**src/design/co2_sensor_uart_frame_engine_top_defines.svh**
```systemverilog
// Assertion macros shared by the frame engine files.
`ifndef CO2_SENSOR_UART_FRAME_ENGINE_TOP_DEFINES_SVH
`define CO2_SENSOR_UART_FRAME_ENGINE_TOP_DEFINES_SVH

`ifndef SYNTHESIS

// Condition now implies consequence in the same cycle.
`define CCFE_ASSERT_SAME(label, clk, rst_n, ante, cons) \
    label: assert property (@(posedge clk) disable iff (!rst_n) (ante) |-> (cons)) \
        else $error("ccfe check failed");

// Condition now implies consequence in the next cycle.
`define CCFE_ASSERT_NEXT(label, clk, rst_n, ante, cons) \
    label: assert property (@(posedge clk) disable iff (!rst_n) (ante) |=> (cons)) \
        else $error("ccfe check failed");

`else

`define CCFE_ASSERT_SAME(label, clk, rst_n, ante, cons)
`define CCFE_ASSERT_NEXT(label, clk, rst_n, ante, cons)

`endif

`endif

```
**src/design/ccfe_pkg.sv**
```systemverilog
// Shared types, codes and the command frame table of the frame engine.
package ccfe_pkg;

    // Item opcodes
    localparam logic OP_START = 1'b0;
    localparam logic OP_RX    = 1'b1;

    // Result kinds
    localparam logic KIND_TX    = 1'b0;
    localparam logic KIND_REPLY = 1'b1;

    // Command codes
    localparam logic [3:0] CMD_PPM       = 4'd0;
    localparam logic [3:0] CMD_RANGE_Q   = 4'd1;
    localparam logic [3:0] CMD_ABC_ON    = 4'd2;
    localparam logic [3:0] CMD_ABC_OFF   = 4'd3;
    localparam logic [3:0] CMD_RANGE2000 = 4'd4;
    localparam logic [3:0] CMD_RANGE5000 = 4'd5;
    localparam logic [3:0] CMD_ZERO      = 4'd6;
    localparam logic [3:0] CMD_RESET     = 4'd7;
    localparam logic [3:0] CMD_TEMP      = 4'd8;
    localparam logic [3:0] NUM_CODES     = 4'd9;

    // Frame format
    localparam int         FRAME_LEN     = 9;
    localparam logic [7:0] HEADER_BYTE   = 8'hFF;
    localparam int         PAYLOAD_FIRST = 2;
    localparam int         PAYLOAD_LAST  = 5;

    // Reply constants
    localparam logic signed [8:0]  TEMP_OFFSET = 9'sd44;
    localparam logic [15:0]        RANGE_2000  = 16'd2000;
    localparam logic [15:0]        RANGE_5000  = 16'd5000;
    localparam logic signed [16:0] REPLY_ACK   = 17'sd1;
    localparam logic signed [16:0] REPLY_NONE  = 17'sd0;

    // Receive side status after one step
    typedef struct packed {
        logic               done;
        logic               ok;
        logic signed [16:0] reply;
        logic signed [8:0]  temperature;
        logic [15:0]        sensor_range;
        logic               resync;
    } t_rx_status;

    // Command frame for one code, byte 0 in the top bits
    function automatic logic [8*FRAME_LEN-1:0] frame_row(input logic [3:0] code);
        logic [8*FRAME_LEN-1:0] row;
        row = '0;
        unique case (code)
            CMD_PPM:       row = 72'hFF_01_86_00_00_00_00_00_79;
            CMD_RANGE_Q:   row = 72'hFF_01_9B_00_00_00_00_00_64;
            CMD_ABC_ON:    row = 72'hFF_01_79_A0_00_00_00_00_E6;
            CMD_ABC_OFF:   row = 72'hFF_01_79_00_00_00_00_00_86;
            CMD_RANGE2000: row = 72'hFF_01_99_00_00_00_07_D0_8F;
            CMD_RANGE5000: row = 72'hFF_01_99_00_00_00_13_88_CB;
            CMD_ZERO:      row = 72'hFF_01_87_00_00_00_00_00_78;
            CMD_RESET:     row = 72'hFF_01_78_00_00_00_00_00_87;
            CMD_TEMP:      row = 72'hFF_01_86_00_00_00_00_00_79;
            default:       row = '0;
        endcase
        return row;
    endfunction

endpackage

```
**src/design/ccfe_tx_seq.sv**
```systemverilog
// Beat sequencer that walks one command frame out of the table.
module ccfe_tx_seq #(
    parameter int FRAME_BYTES = 9
) (
    input  logic                          i_clk,
    input  logic                          i_rst_n,
    input  logic                          i_advance,
    input  logic [3:0]                    i_code,
    output logic [7:0]                    o_tx_byte,
    output logic                          o_last,
    output logic                          o_mid_frame
);

    localparam int CW = $clog2(FRAME_BYTES);
    localparam logic [CW-1:0] LAST_BEAT = CW'(FRAME_BYTES - 1);

    logic [CW-1:0]                      r_beat;
    logic [CW-1:0]                      n_beat;
    logic [8*ccfe_pkg::FRAME_LEN-1:0]   row;

    // Pick the current byte of the frame
    assign row       = ccfe_pkg::frame_row(i_code);
    assign o_tx_byte = row[8*(ccfe_pkg::FRAME_LEN-1-int'(r_beat)) +: 8];
    assign o_last    = (r_beat == LAST_BEAT);
    assign o_mid_frame = (r_beat != '0) && !o_last;

    // Advance one beat per emitted byte, wrap after the last
    always_comb begin
        n_beat = r_beat;
        if (i_advance) begin
            n_beat = o_last ? '0 : r_beat + CW'(1);
        end
    end

    always_ff @(posedge i_clk) begin
        if (!i_rst_n) begin
            r_beat <= '0;
        end else begin
            r_beat <= n_beat;
        end
    end

endmodule

```
**src/design/ccfe_rx_frame.sv**
```systemverilog
// Receive frame checker: counts, sums and decodes reply frames.
module ccfe_rx_frame #(
    parameter int FRAME_BYTES = 9
) (
    input  logic                  i_clk,
    input  logic                  i_rst_n,
    input  logic                  i_step,
    input  logic [7:0]            i_byte,
    input  logic                  i_start,
    input  logic [3:0]            i_code,
    output ccfe_pkg::t_rx_status  o_status
);

    localparam int CW = $clog2(FRAME_BYTES);
    localparam logic [CW-1:0] LAST_POS = CW'(FRAME_BYTES - 1);
    localparam logic [CW-1:0] P_FIRST  = CW'(ccfe_pkg::PAYLOAD_FIRST);
    localparam logic [CW-1:0] P_LAST   = CW'(ccfe_pkg::PAYLOAD_LAST);

    logic [3:0]         r_pending;
    logic [CW-1:0]      r_count;
    logic [7:0]         r_sum;
    logic               r_header;
    logic [7:0]         r_payload [4];
    logic [15:0]        r_range;
    logic signed [8:0]  r_temp;
    logic               r_resync;

    logic [3:0]         n_pending;
    logic [CW-1:0]      n_count;
    logic [7:0]         n_sum;
    logic               n_header;
    logic [15:0]        n_range;
    logic signed [8:0]  n_temp;
    logic               n_resync;

    logic               at_end;
    logic               frame_ok;
    logic               payload_we;
    logic [1:0]         payload_idx;
    logic [CW-1:0]      idx_full;
    logic signed [8:0]  frame_temp;
    logic [15:0]        word_lo;
    logic [15:0]        word_hi;
    logic signed [16:0] reply;

    assign at_end      = (r_count == LAST_POS);
    assign frame_ok    = r_header && (i_byte == 8'(8'd0 - r_sum));
    assign payload_we  = i_step && (r_count >= P_FIRST) && (r_count <= P_LAST);
    assign idx_full    = r_count - P_FIRST;
    assign payload_idx = idx_full[1:0];
    assign frame_temp  = $signed({1'b0, r_payload[2]}) - ccfe_pkg::TEMP_OFFSET;
    assign word_lo     = {r_payload[0], r_payload[1]};
    assign word_hi     = {r_payload[2], r_payload[3]};

    // Next receive state and kept values
    always_comb begin
        n_pending = r_pending;
        n_count   = r_count;
        n_sum     = r_sum;
        n_header  = r_header;
        n_range   = r_range;
        n_temp    = r_temp;
        n_resync  = r_resync;
        reply     = ccfe_pkg::REPLY_NONE;
        if (i_start) begin
            n_pending = i_code;
            n_count   = '0;
            n_sum     = '0;
            n_header  = 1'b0;
        end else if (i_step) begin
            if (!at_end) begin
                n_count = r_count + CW'(1);
                if (r_count == '0) begin
                    n_header = (i_byte == ccfe_pkg::HEADER_BYTE);
                end else begin
                    n_sum = r_sum + i_byte;
                end
            end else begin
                n_count  = '0;
                n_sum    = '0;
                n_header = 1'b0;
                if (!frame_ok) begin
                    n_resync = 1'b1;
                end else begin
                    unique case (r_pending)
                        ccfe_pkg::CMD_PPM: begin
                            reply  = 17'(word_lo);
                            n_temp = frame_temp;
                        end
                        ccfe_pkg::CMD_RANGE_Q: begin
                            reply = 17'(word_hi);
                            if (word_hi != '0) begin
                                n_resync = 1'b0;
                            end
                        end
                        ccfe_pkg::CMD_RANGE2000: begin
                            reply   = ccfe_pkg::REPLY_ACK;
                            n_range = ccfe_pkg::RANGE_2000;
                        end
                        ccfe_pkg::CMD_RANGE5000: begin
                            reply   = ccfe_pkg::REPLY_ACK;
                            n_range = ccfe_pkg::RANGE_5000;
                        end
                        ccfe_pkg::CMD_TEMP: begin
                            n_temp = frame_temp;
                            reply  = {{8{frame_temp[8]}}, frame_temp};
                        end
                        default: begin
                            reply = ccfe_pkg::REPLY_ACK;
                        end
                    endcase
                end
            end
        end
    end

    // Report status after this step
    always_comb begin
        o_status.done         = i_step && at_end;
        o_status.ok           = frame_ok;
        o_status.reply        = reply;
        o_status.temperature  = n_temp;
        o_status.sensor_range = n_range;
        o_status.resync       = n_resync;
    end

    // Hold control state
    always_ff @(posedge i_clk) begin
        if (!i_rst_n) begin
            r_pending <= ccfe_pkg::CMD_PPM;
            r_count   <= '0;
            r_sum     <= '0;
            r_header  <= 1'b0;
            r_range   <= ccfe_pkg::RANGE_5000;
            r_temp    <= '0;
            r_resync  <= 1'b1;
        end else begin
            r_pending <= n_pending;
            r_count   <= n_count;
            r_sum     <= n_sum;
            r_header  <= n_header;
            r_range   <= n_range;
            r_temp    <= n_temp;
            r_resync  <= n_resync;
        end
    end

    // Capture payload bytes two through five
    always_ff @(posedge i_clk) begin
        if (payload_we) begin
            r_payload[payload_idx] <= i_byte;
        end
    end

endmodule

```
**src/design/co2_sensor_uart_frame_engine_top.sv**
```systemverilog
// Top level of the nine-byte sensor frame engine.
//
//   channel | direction | handshake          | payload
//   --------+-----------+--------------------+------------------------------------------
//   item in | input     | i_valid / o_stall  | i_opcode, i_command_code, i_rx_byte
//   result  | output    | o_valid / i_stall  | o_kind, o_tx_byte, o_last, o_checksum_ok,
//           |           |                    | o_reply_value, o_temperature,
//           |           |                    | o_sensor_range, o_resync_needed
//
// A received byte passes through the input register and then the result
// register; one byte is taken every cycle while results drain.
// A start request holds the input register until its last table beat has left the
// beat sequencer, one beat per cycle while results drain; unknown codes give no result.
// Synchronous active-low reset clears all control state; no clearing pass.
// A stalled result holds the result register, which then stalls all but unknown codes.
module co2_sensor_uart_frame_engine_top #(
    parameter int FRAME_BYTES = 9
) (
    input  logic               i_clk,
    input  logic               i_rst_n,
    input  logic               i_valid,
    output logic               o_stall,
    input  logic               i_opcode,
    input  logic [3:0]         i_command_code,
    input  logic [7:0]         i_rx_byte,
    output logic               o_valid,
    input  logic               i_stall,
    output logic               o_kind,
    output logic [7:0]         o_tx_byte,
    output logic               o_last,
    output logic               o_checksum_ok,
    output logic signed [16:0] o_reply_value,
    output logic signed [8:0]  o_temperature,
    output logic [15:0]        o_sensor_range,
    output logic               o_resync_needed
);

    `include "co2_sensor_uart_frame_engine_top_defines.svh"

    logic                 r_in_valid;
    logic                 r_in_op;
    logic [3:0]           r_in_code;
    logic [7:0]           r_in_byte;

    logic                 r_out_valid;
    logic                 r_kind;
    logic [7:0]           r_tx_byte;
    logic                 r_last;
    logic                 r_ok;
    logic signed [16:0]   r_reply;
    logic signed [8:0]    r_temp;
    logic [15:0]          r_range;
    logic                 r_resync;

    logic                 accept;
    logic                 out_free;
    logic                 is_start;
    logic                 code_ok;
    logic                 emit_tx;
    logic                 rx_step;
    logic                 advance;
    logic                 tx_last;
    logic                 tx_mid;
    logic [7:0]           tx_byte;
    ccfe_pkg::t_rx_status rx_status;

    // Handshake and work selection
    assign out_free = !r_out_valid || !i_stall;
    assign is_start = (r_in_op == ccfe_pkg::OP_START);
    assign code_ok  = (r_in_code < ccfe_pkg::NUM_CODES);
    assign emit_tx  = r_in_valid && is_start && code_ok && out_free;
    assign rx_step  = r_in_valid && !is_start && out_free;
    assign advance  = r_in_valid && (is_start ? (!code_ok || (out_free && tx_last))
                                              : out_free);
    assign o_stall  = r_in_valid && !advance;
    assign accept   = i_valid && !o_stall;

    ccfe_tx_seq #(
        .FRAME_BYTES(FRAME_BYTES)
    ) u_tx_seq (
        .i_clk       (i_clk),
        .i_rst_n     (i_rst_n),
        .i_advance   (emit_tx),
        .i_code      (r_in_code),
        .o_tx_byte   (tx_byte),
        .o_last      (tx_last),
        .o_mid_frame (tx_mid)
    );

    ccfe_rx_frame #(
        .FRAME_BYTES(FRAME_BYTES)
    ) u_rx_frame (
        .i_clk    (i_clk),
        .i_rst_n  (i_rst_n),
        .i_step   (rx_step),
        .i_byte   (r_in_byte),
        .i_start  (emit_tx && tx_last),
        .i_code   (r_in_code),
        .o_status (rx_status)
    );

    // Input register
    always_ff @(posedge i_clk) begin
        if (!i_rst_n) begin
            r_in_valid <= 1'b0;
        end else if (accept) begin
            r_in_valid <= 1'b1;
        end else if (advance) begin
            r_in_valid <= 1'b0;
        end
    end

    always_ff @(posedge i_clk) begin
        if (accept) begin
            r_in_op   <= i_opcode;
            r_in_code <= i_command_code;
            r_in_byte <= i_rx_byte;
        end
    end

    // Result register valid
    always_ff @(posedge i_clk) begin
        if (!i_rst_n) begin
            r_out_valid <= 1'b0;
        end else if (emit_tx || rx_status.done) begin
            r_out_valid <= 1'b1;
        end else if (!i_stall) begin
            r_out_valid <= 1'b0;
        end
    end

    // Result register payload: a frame beat or a reply
    always_ff @(posedge i_clk) begin
        if (emit_tx) begin
            r_kind    <= ccfe_pkg::KIND_TX;
            r_tx_byte <= tx_byte;
            r_last    <= tx_last;
            r_ok      <= 1'b0;
            r_reply   <= ccfe_pkg::REPLY_NONE;
            r_temp    <= rx_status.temperature;
            r_range   <= rx_status.sensor_range;
            r_resync  <= rx_status.resync;
        end else if (rx_status.done) begin
            r_kind    <= ccfe_pkg::KIND_REPLY;
            r_tx_byte <= '0;
            r_last    <= 1'b0;
            r_ok      <= rx_status.ok;
            r_reply   <= rx_status.reply;
            r_temp    <= rx_status.temperature;
            r_range   <= rx_status.sensor_range;
            r_resync  <= rx_status.resync;
        end
    end

    assign o_valid         = r_out_valid;
    assign o_kind          = r_kind;
    assign o_tx_byte       = r_tx_byte;
    assign o_last          = r_last;
    assign o_checksum_ok   = r_ok;
    assign o_reply_value   = r_reply;
    assign o_temperature   = r_temp;
    assign o_sensor_range  = r_range;
    assign o_resync_needed = r_resync;

    // Checks
    `CCFE_ASSERT_SAME(a_mid_frame_stalls, i_clk, i_rst_n, tx_mid, o_stall && r_in_valid)
    `CCFE_ASSERT_NEXT(a_last_beat_marked, i_clk, i_rst_n, emit_tx && tx_last,
        o_valid && o_last && (o_kind == ccfe_pkg::KIND_TX))
    `CCFE_ASSERT_SAME(a_bad_frame_resync, i_clk, i_rst_n,
        o_valid && (o_kind == ccfe_pkg::KIND_REPLY) && !o_checksum_ok,
        o_resync_needed && (o_reply_value == ccfe_pkg::REPLY_NONE))

endmodule

```
**config.mk**
```make
export PLATFORM = sky130hd
export DESIGN_NAME = co2_sensor_uart_frame_engine_top
export DESIGN_NICKNAME = d
export VERILOG_FILES = /design/src/design/ccfe_pkg.sv /design/src/design/ccfe_tx_seq.sv /design/src/design/ccfe_rx_frame.sv /design/src/design/co2_sensor_uart_frame_engine_top.sv
export VERILOG_INCLUDE_DIRS = /design/src /design/src/design
export SDC_FILE = /design/constraint.sdc
export NUM_CORES = 1
export LEC_CHECK = 0
export BUFFER_PORTS_ARGS = -buffer_cell sky130_fd_sc_hd__clkbuf_2
export CORE_ASPECT_RATIO = 0.8
export CORE_MARGIN = 4
export CORE_UTILIZATION = 42
export DETAILED_ROUTE_END_ITERATION = 12
export MAX_ROUTING_LAYER = met4
export PLACE_DENSITY = 0.62
export SETUP_SLACK_MARGIN = 0.3
export SYNTH_ARGS = -nofsm -noshare
export SYNTH_HDL_FRONTEND = slang
export SYNTH_SLANG_ARGS = --single-unit
```
**constraint.sdc**
```tcl
create_clock -name i_clk -period 3.8 [get_ports i_clk]
set_input_delay 0.38 -clock i_clk [delete_from_list [all_inputs] [get_ports i_clk]]
set_output_delay 0.38 -clock i_clk [all_outputs]
set_load 0.02 [all_outputs]
```
## Word level (Yosys, flattened, before mapping)

Memory sizes are Yosys's and may differ from the RTL's. A register that Yosys moved wholly into a read port is not among the register bits.
Index checks and enable logic that the tools add are counted.

- Output and inout bits: 56
- Bits of input ports: 17
- Register bits after elaboration: 116
- Logic and storage cells: 123
- Bits in writable memories: 32
- Memories kept: 2
- Memory bits (read-only): 560

Memory list:

| name | depth | bits a word | read ports | clocked after memory_dff | write ports | line | RTL |
|---|---|---|---|---|---|---|---|
| (no name shown) | 16 | 35 | 1 | 1 | 0 | ccfe_pkg.sv:51 | `unique case (code)` |
| u_rx_frame.r_payload | 4 | 8 | 4 | 0 | 1 | ccfe_rx_frame.sv:23 | `logic [7:0] r_payload [4];` |

- Equality and inequality tests: 10
- Multiplexer cells: 45
- Add/subtract/negate cells: 7
- Bitwise operators: 2
- Shift-type cells: 1
- $lt $le $gt $ge: 3
- Reductions and logical operators: 32

Operators by type and width:

| operator | number |
|---|---|
| two-way mux 16 bit | 6 |
| variable part select 72 x 32 -> 8 bit | 1 |
| two-way mux 17 bit | 4 |
| two-way mux 9 bit | 7 |
| case mux 17 bit (3 select lines) | 1 |
| two-way mux 8 bit | 4 |
| case mux 16 bit (2 select lines) | 1 |
| two-way mux 1 bit | 19 |
| nonzero test 16 bit | 1 |
| logical AND 1 bit | 14 |
| == test 4 bit (second input constant) | 3 |
| two-way mux 4 bit | 3 |
| subtractor 8 x 6 -> 9 bit (second input constant) | 1 |
| adder 4 x 1 -> 4 bit (second input constant) | 2 |
| adder 8 bit | 1 |
| == test 4 x 3 -> 1 bit (second input constant) | 2 |
| == test 8 bit | 1 |
| == test 8 bit (second input constant) | 1 |
| logical NOT 4 bit | 2 |
| subtractor 1 x 8 -> 8 bit (first input constant) | 1 |
| nonzero test 2 bit | 3 |
| logical NOT 1 bit | 5 |
| subtractor 4 x 4 -> 5 bit (first input constant) | 1 |
| == test 4 x 1 -> 1 bit (second input constant) | 1 |
| 9 further kinds | 15 |

## Logic depth before layout (Yosys ltp)

- Word-level depth: 11
- Depth in mapped cells: 14
- Mapped depth without buffers: 14

## Cells and area by module

Synthesis repeated with hierarchy kept, for this count alone.

- Cells, all modules: 620
- Area total of the unflattened synthesis: 6960.4 µm²

Modules (own cells, without submodules):

| module | area an instance (µm²) | instances | seq. area each (µm²) | cells each |
|---|---|---|---|---|
| ccfe_rx_frame | 3819.9 | 1 | 1821.7 | 371 |
| co2_sensor_uart_frame_engine_top | 2312.2 | 1 | 1861.8 | 136 |
| ccfe_tx_seq | 828.3 | 1 | 80.1 | 113 |

## Worst setup path before layout

No wires, ideal clock.

- Path type: flip-flop to flip-flop
- From: register u_tx_seq.r_beat[0]
- To: register u_tx_seq.row[5] (netlist name)
- Stages on the path, launching flop included: 15
- Arrival: 3188 ps
- Path slack: 555 ps
- Period minus slack after synthesis: 3245 ps
- Buffers on the path: 0
- Cells stage by stage: dfxtp_1 clkinv_1 ha_1 and3b_1 o21ai_0 a31oi_2 mux2i_1 inv_1 ha_1 nor2_1 a21oi_1 nor2_1 a31oi_1 a31oi_1 a21o_1

- Word-level cells in the longest chain between the ends: 10

Ends and longest elaborated chain:

| item | line | RTL |
|---|---|---|
| start: declaration | ccfe_tx_seq.sv:17 | `logic [CW-1:0] r_beat;` |
| start signal: assignment | ccfe_tx_seq.sv:39 | `r_beat <= n_beat;` |
| == test 4 bit | ccfe_tx_seq.sv:24 | `assign o_last = (r_beat == LAST_BEAT);` |
| logical AND 1 bit | co2_sensor_uart_frame_engine_top.sv:73 | `assign advance = r_in_valid && (is_start ? (!code_ok \|\| (out_free && tx_last))` |
| logical OR 1 bit | co2_sensor_uart_frame_engine_top.sv:73 |  |
| two-way mux 1 bit | co2_sensor_uart_frame_engine_top.sv:73 |  |
| logical AND 1 bit | co2_sensor_uart_frame_engine_top.sv:73 |  |
| logical NOT 1 bit | co2_sensor_uart_frame_engine_top.sv:75 | `assign o_stall = r_in_valid && !advance;` |
| logical AND 1 bit | co2_sensor_uart_frame_engine_top.sv:75 |  |
| logical NOT 1 bit | co2_sensor_uart_frame_engine_top.sv:76 | `assign accept = i_valid && !o_stall;` |
| logical AND 1 bit | co2_sensor_uart_frame_engine_top.sv:76 |  |
| named net accept | co2_sensor_uart_frame_engine_top.sv:55 | `logic accept;` |
| two-way mux 4 bit (no line) | -- |  |

The timed path passes the listed nets, and every way through them passes these cells.
A chain may end at the register's enable or synchronous reset.

## Worst setup path in the final report

- From: register u_tx_seq.r_beat[0]
- To: register u_tx_seq.row[5] (netlist name)

- Word-level cells in the longest chain between the ends: 10

Ends and longest elaborated chain:

| item | line |
|---|---|
| == test 4 bit | ccfe_tx_seq.sv:24 |
| logical AND 1 bit | co2_sensor_uart_frame_engine_top.sv:73 |
| logical OR 1 bit | co2_sensor_uart_frame_engine_top.sv:73 |
| two-way mux 1 bit | co2_sensor_uart_frame_engine_top.sv:73 |
| logical AND 1 bit | co2_sensor_uart_frame_engine_top.sv:73 |
| logical NOT 1 bit | co2_sensor_uart_frame_engine_top.sv:75 |
| logical AND 1 bit | co2_sensor_uart_frame_engine_top.sv:75 |
| logical NOT 1 bit | co2_sensor_uart_frame_engine_top.sv:76 |
| logical AND 1 bit | co2_sensor_uart_frame_engine_top.sv:76 |
| named net accept | co2_sensor_uart_frame_engine_top.sv:55 |
| two-way mux 4 bit (no line) | -- |

The timed path passes the listed nets, and every way through them passes these cells.

==> metrics.md <==
| Metric | Value |
|---|---|
| Status | completed |
| HPWL Detailed | 12.11 mm |
| Mapped Cells | roughly 690 |
| Largest cells by area after synthesis | edfxtp_1 32%, dfxtp_1 23%, ha_1 3.7%, a21oi_1 3.4%, mux2i_1 3.4% |
| Lkg Pwr | roughly 3.5 nW |
| Largest family of logic cells by synthesized area | simple AND/OR/NAND/NOR gates |
| Slowest CP cell | mux2i_1 |
| Clock Skews | about 0.0090 ns |
| Syn Area/Cell | approximately 11 sq um |
| Cell row count | 43 |
| Setup Fix Bufs, Post-CTS | 0 |
| TritonCTS clock tree | yes |
| Synth warnings | 0 |
| ANT nets after route | 0 |
| Max-slew violations | 0 |
| Ant diodes | 0 |
| Syn Nets | 728 |
| Post-CTS sizing | 0 |
| Global route overflow | 0 |
| Measured slew at the worst slew-check pin | 0.8577 ns |
| Critical Path, Cell by Cell | clkinv_1 -> ha_1 -> and3b_1 -> o21ai_0 -> a31oi_2 -> mux2i_1 -> ha_1 -> nand2_1 -> a211oi_1 -> a41oi_1 -> a31oi_1 -> a21o_1 |
| Htree depth | 4 |
| Commonest non-fill, non-tap cell in the layout | dfxtp_1 |
| Worst skew pair latency | 0.42 ns |
| Vias per inst | 5.431 |
| Initial antenna violation count | 0 |
| Setup TNS | 0 ns |
| CP most frequent cell | ha_1 |
| # DRC | 0 |
| Hold WC Path Type | input pin to register |
| VDD IR-drop max | ~350 uV |
| Synthesized-area fraction occupied by and/or/nand/nor cells | 16.86% |
| Multiplexer area fraction after synthesis | 6.204% |
| Layout area overhead | 16.03% |
| Sink Count | 165 |
| DRT Wirelength | between 15 and 20 mm |
| Rel. slew slack | between 40% and 50% |
| Seq/Total Area, Yosys | between 50% and 60% |
| Period utilization | about four fifths |
| DR vias | 5426 |
| Adder-cell share of the synthesized area | under 10% |
| Die Wd | 156.6 um |
| DR WL/cell | about 17 um |
| # setup viols final | 0 |
| Min Hold Slack | 0.1317 ns |
| Cell area after synthesis | approximately 7400 sq um |
| Cts bufs inserted | 17 |
| RSZ-0062 raised after global routing | false |
| Core Area | approximately 17000 sq um |
| Number of fill cells | between 1.5k and 2k |
| Clock tree buffer depth | 2 |
| Port bufs | 72 |
| Setup CP Type | register to register |
| Clock-pin slew on the worst setup and hold paths | roughly 0.07 ns |
| Largest net degree at the start of global routing | 36 |
| FMAX | 0.3216 GHz |
| PD cells | 456.0 nW/um^2 |
| Fraction of layout cells with a size suffix above 1 | between 10% and 20% |
| Global-route wire length before repair | 27.33 mm |
| Endpoint class of the critical path | register |
| Yosys cell types | 66 |
| Die ar. | about 20000 sq um |
| Post-synth top area share | about 32% |
| Period minus WS final | just over 3 ns |
| Ys async rst share | 0% |
| Synth Area in Compound Gates | 11.38% |
| DR iter-0 viols | between 300 and 400 |
| Final Hold Violating Endpoints | 0 |
| Xor-xnor portion of the synthesized cell area | around 2.8% |
| First-pass iteration count of the detailed router | 5 |
| CP Data Required Time | 4.17 ns |
| Critical Path AT | 3.48 ns |
| Starting density of the core | between 40% and 50% |
| Die Height | around 130 um |
| Buffers & Inverters on Critical Path | 1 |
| Commonest non-fill, non-tap cells in the layout | 85 x dfxtp_1, 80 x edfxtp_1, 72 x clkbuf_2, 63 x nand2_1, 50 x a21oi_1 |
| Max_cap viols | 0 |
| CP Launch Type | register |
| Worst-path maximum fanout | 6 |
| Crit-path leading delay family | compound AO/OA/AOI/OAI gates |
| Top Ports | 73 |
| Root Buffer | clkbuf_16 |
| Area leader, netlist | edfxtp_1 |
| # hold bufs at CTS | 0 |
| Top_reg_cell synth | dfxtp_1 |
| Total track usage | roughly 18% |
| Nets | ~800 |
| Yosys reg bits | 165 |
| Placer Congestion | ~0.87 |
| Number of global-route vias before repair | slightly above 5k |
| EDFF count, synth | 80 |
| Crit path largest cell delay | roughly 0.49 ns |
-- final timing paths --
check,startpoint,end,slack [ns],cells past startpoint
min reg2reg,u_rx_frame.r_range[7]$_SDFF_PN1_,u_rx_frame.r_range[7]$_SDFF_PN1_,0.44,1
max,u_tx_seq.r_beat[0]$_SDFFE_PN0P_,u_tx_seq.row[5]$_DFF_P_,0.69,12
max reg2reg,u_tx_seq.r_beat[0]$_SDFFE_PN0P_,u_tx_seq.row[5]$_DFF_P_,0.69,12
min,i_rx_byte[3],r_in_byte[3]$_DFFE_PN_,0.13,1
-- per-stage QoR --
| step | area (sq um) | cells | util [%] | worst slack [ns] | power (W) |
|---|---|---|---|---|---|
| after global placement | 8006 | 967 | 46.22 | 0.9396 | 0.002218 |
| final | 8612 | 999 | 49.71 | 0.6904 | 0.003927 |
| after CTS | 8612 | 999 | 49.71 | 0.6955 | 0.003956 |
| after global routing | 8612 | 999 | 49.71 | 0.4136 | 0.004062 |
| after floorplan | 7422 | 688 | - | 0.5553 | 0.002138 |
| after detailed placement | 8006 | 967 | 46.22 | 0.7526 | 0.002221 |
-- metal layers --
layer	up-vias	GRT usage [%]	share of wire (%)	routed length, um
li1	2632	-	-	-
met1	2598	25.80	50	8483
met2	178	25.18	43	7213
met3	18	4.673	6.2	1047
met4	0	3.980	1.2	195
met5	-	-	0	0
-- synth_stat cells, types with 4 or more instances --
library cell  number
o21ai_0           30
a211oi_1           5
nand2_1           63
and2_1            11
mux2_2            16
xnor2_1           13
and3_1            21
ha_1              22
a21boi_0           5
o211ai_1           5
mux2i_1           25
nor4_1             6
nor2b_1            9
edfxtp_1          80
a22oi_1            4
nand3_1           13
buf_2              8
or3_1              6
a31oi_1            6
nor2_1            44
xor2_1            11
dfxtp_1           85
inv_1             29
nand2b_1          14
nand4_1           15
nand3b_1           4
nor3_1             9
clkbuf_1          15
a31o_2             4
nor3b_1            4
a21oi_1           50
a21o_1             4
-- power breakdown --
| group | internal [W] | leakage [nW] | total [W] | switching (W) |
|---|---|---|---|---|
| clock | 0.00100 | 0.292 | 0.00174 | 0.000740 |
| combinational | 0.0000928 | 1.79 | 0.000240 | 0.000147 |
| sequential | 0.00190 | 1.43 | 0.00195 | 0.0000423 |
| total | 0.00300 | 3.51 | 0.00393 | 0.000930 |
-- cells by family (layout without fill, tap and decap cells) --
family          count (synthesis)  count (layout)
buf+inv                        60             146
mux                            43              43
xor+xnor                       24              24
flops                         165             165
compound gates                136             136
simple gates                  237             237
fa+ha+maj                      23              23
-- state kept, by name, indices dropped and copies added, names as in the netlist, 4 cells and up --
| signal | count |
|---|---|
| u_rx_frame.r_payload | 32 |
| o_reply_value | 17 |
| u_tx_seq.row | 17 |
| o_sensor_range | 16 |
| u_rx_frame.r_range | 16 |
| o_temperature | 9 |
| u_rx_frame.r_temp | 9 |
| o_tx_byte | 8 |
| r_in_byte | 8 |
| u_rx_frame.r_sum | 8 |
| r_in_code | 4 |
| u_rx_frame.r_count | 4 |
| u_rx_frame.r_pending | 4 |
| u_tx_seq.r_beat | 4 |
-- final cells by class --
| type | count | area (sq um) | area share [%] |
|---|---|---|---|
| inverters | 31 | 116.4 | 1.351 |
| clock buffers | 20 | 479.2 | 5.564 |
| repair buffers | 83 | 442.9 | 5.143 |
| multi-input cells | 463 | 3062 | 35.55 |
| flip-flops and latches | 165 | 4104 | 47.65 |
| clock inverters | 12 | 126.4 | 1.467 |
| well taps | 225 | 281.5 | 3.269 |
(Power assumes the default switching activity.)
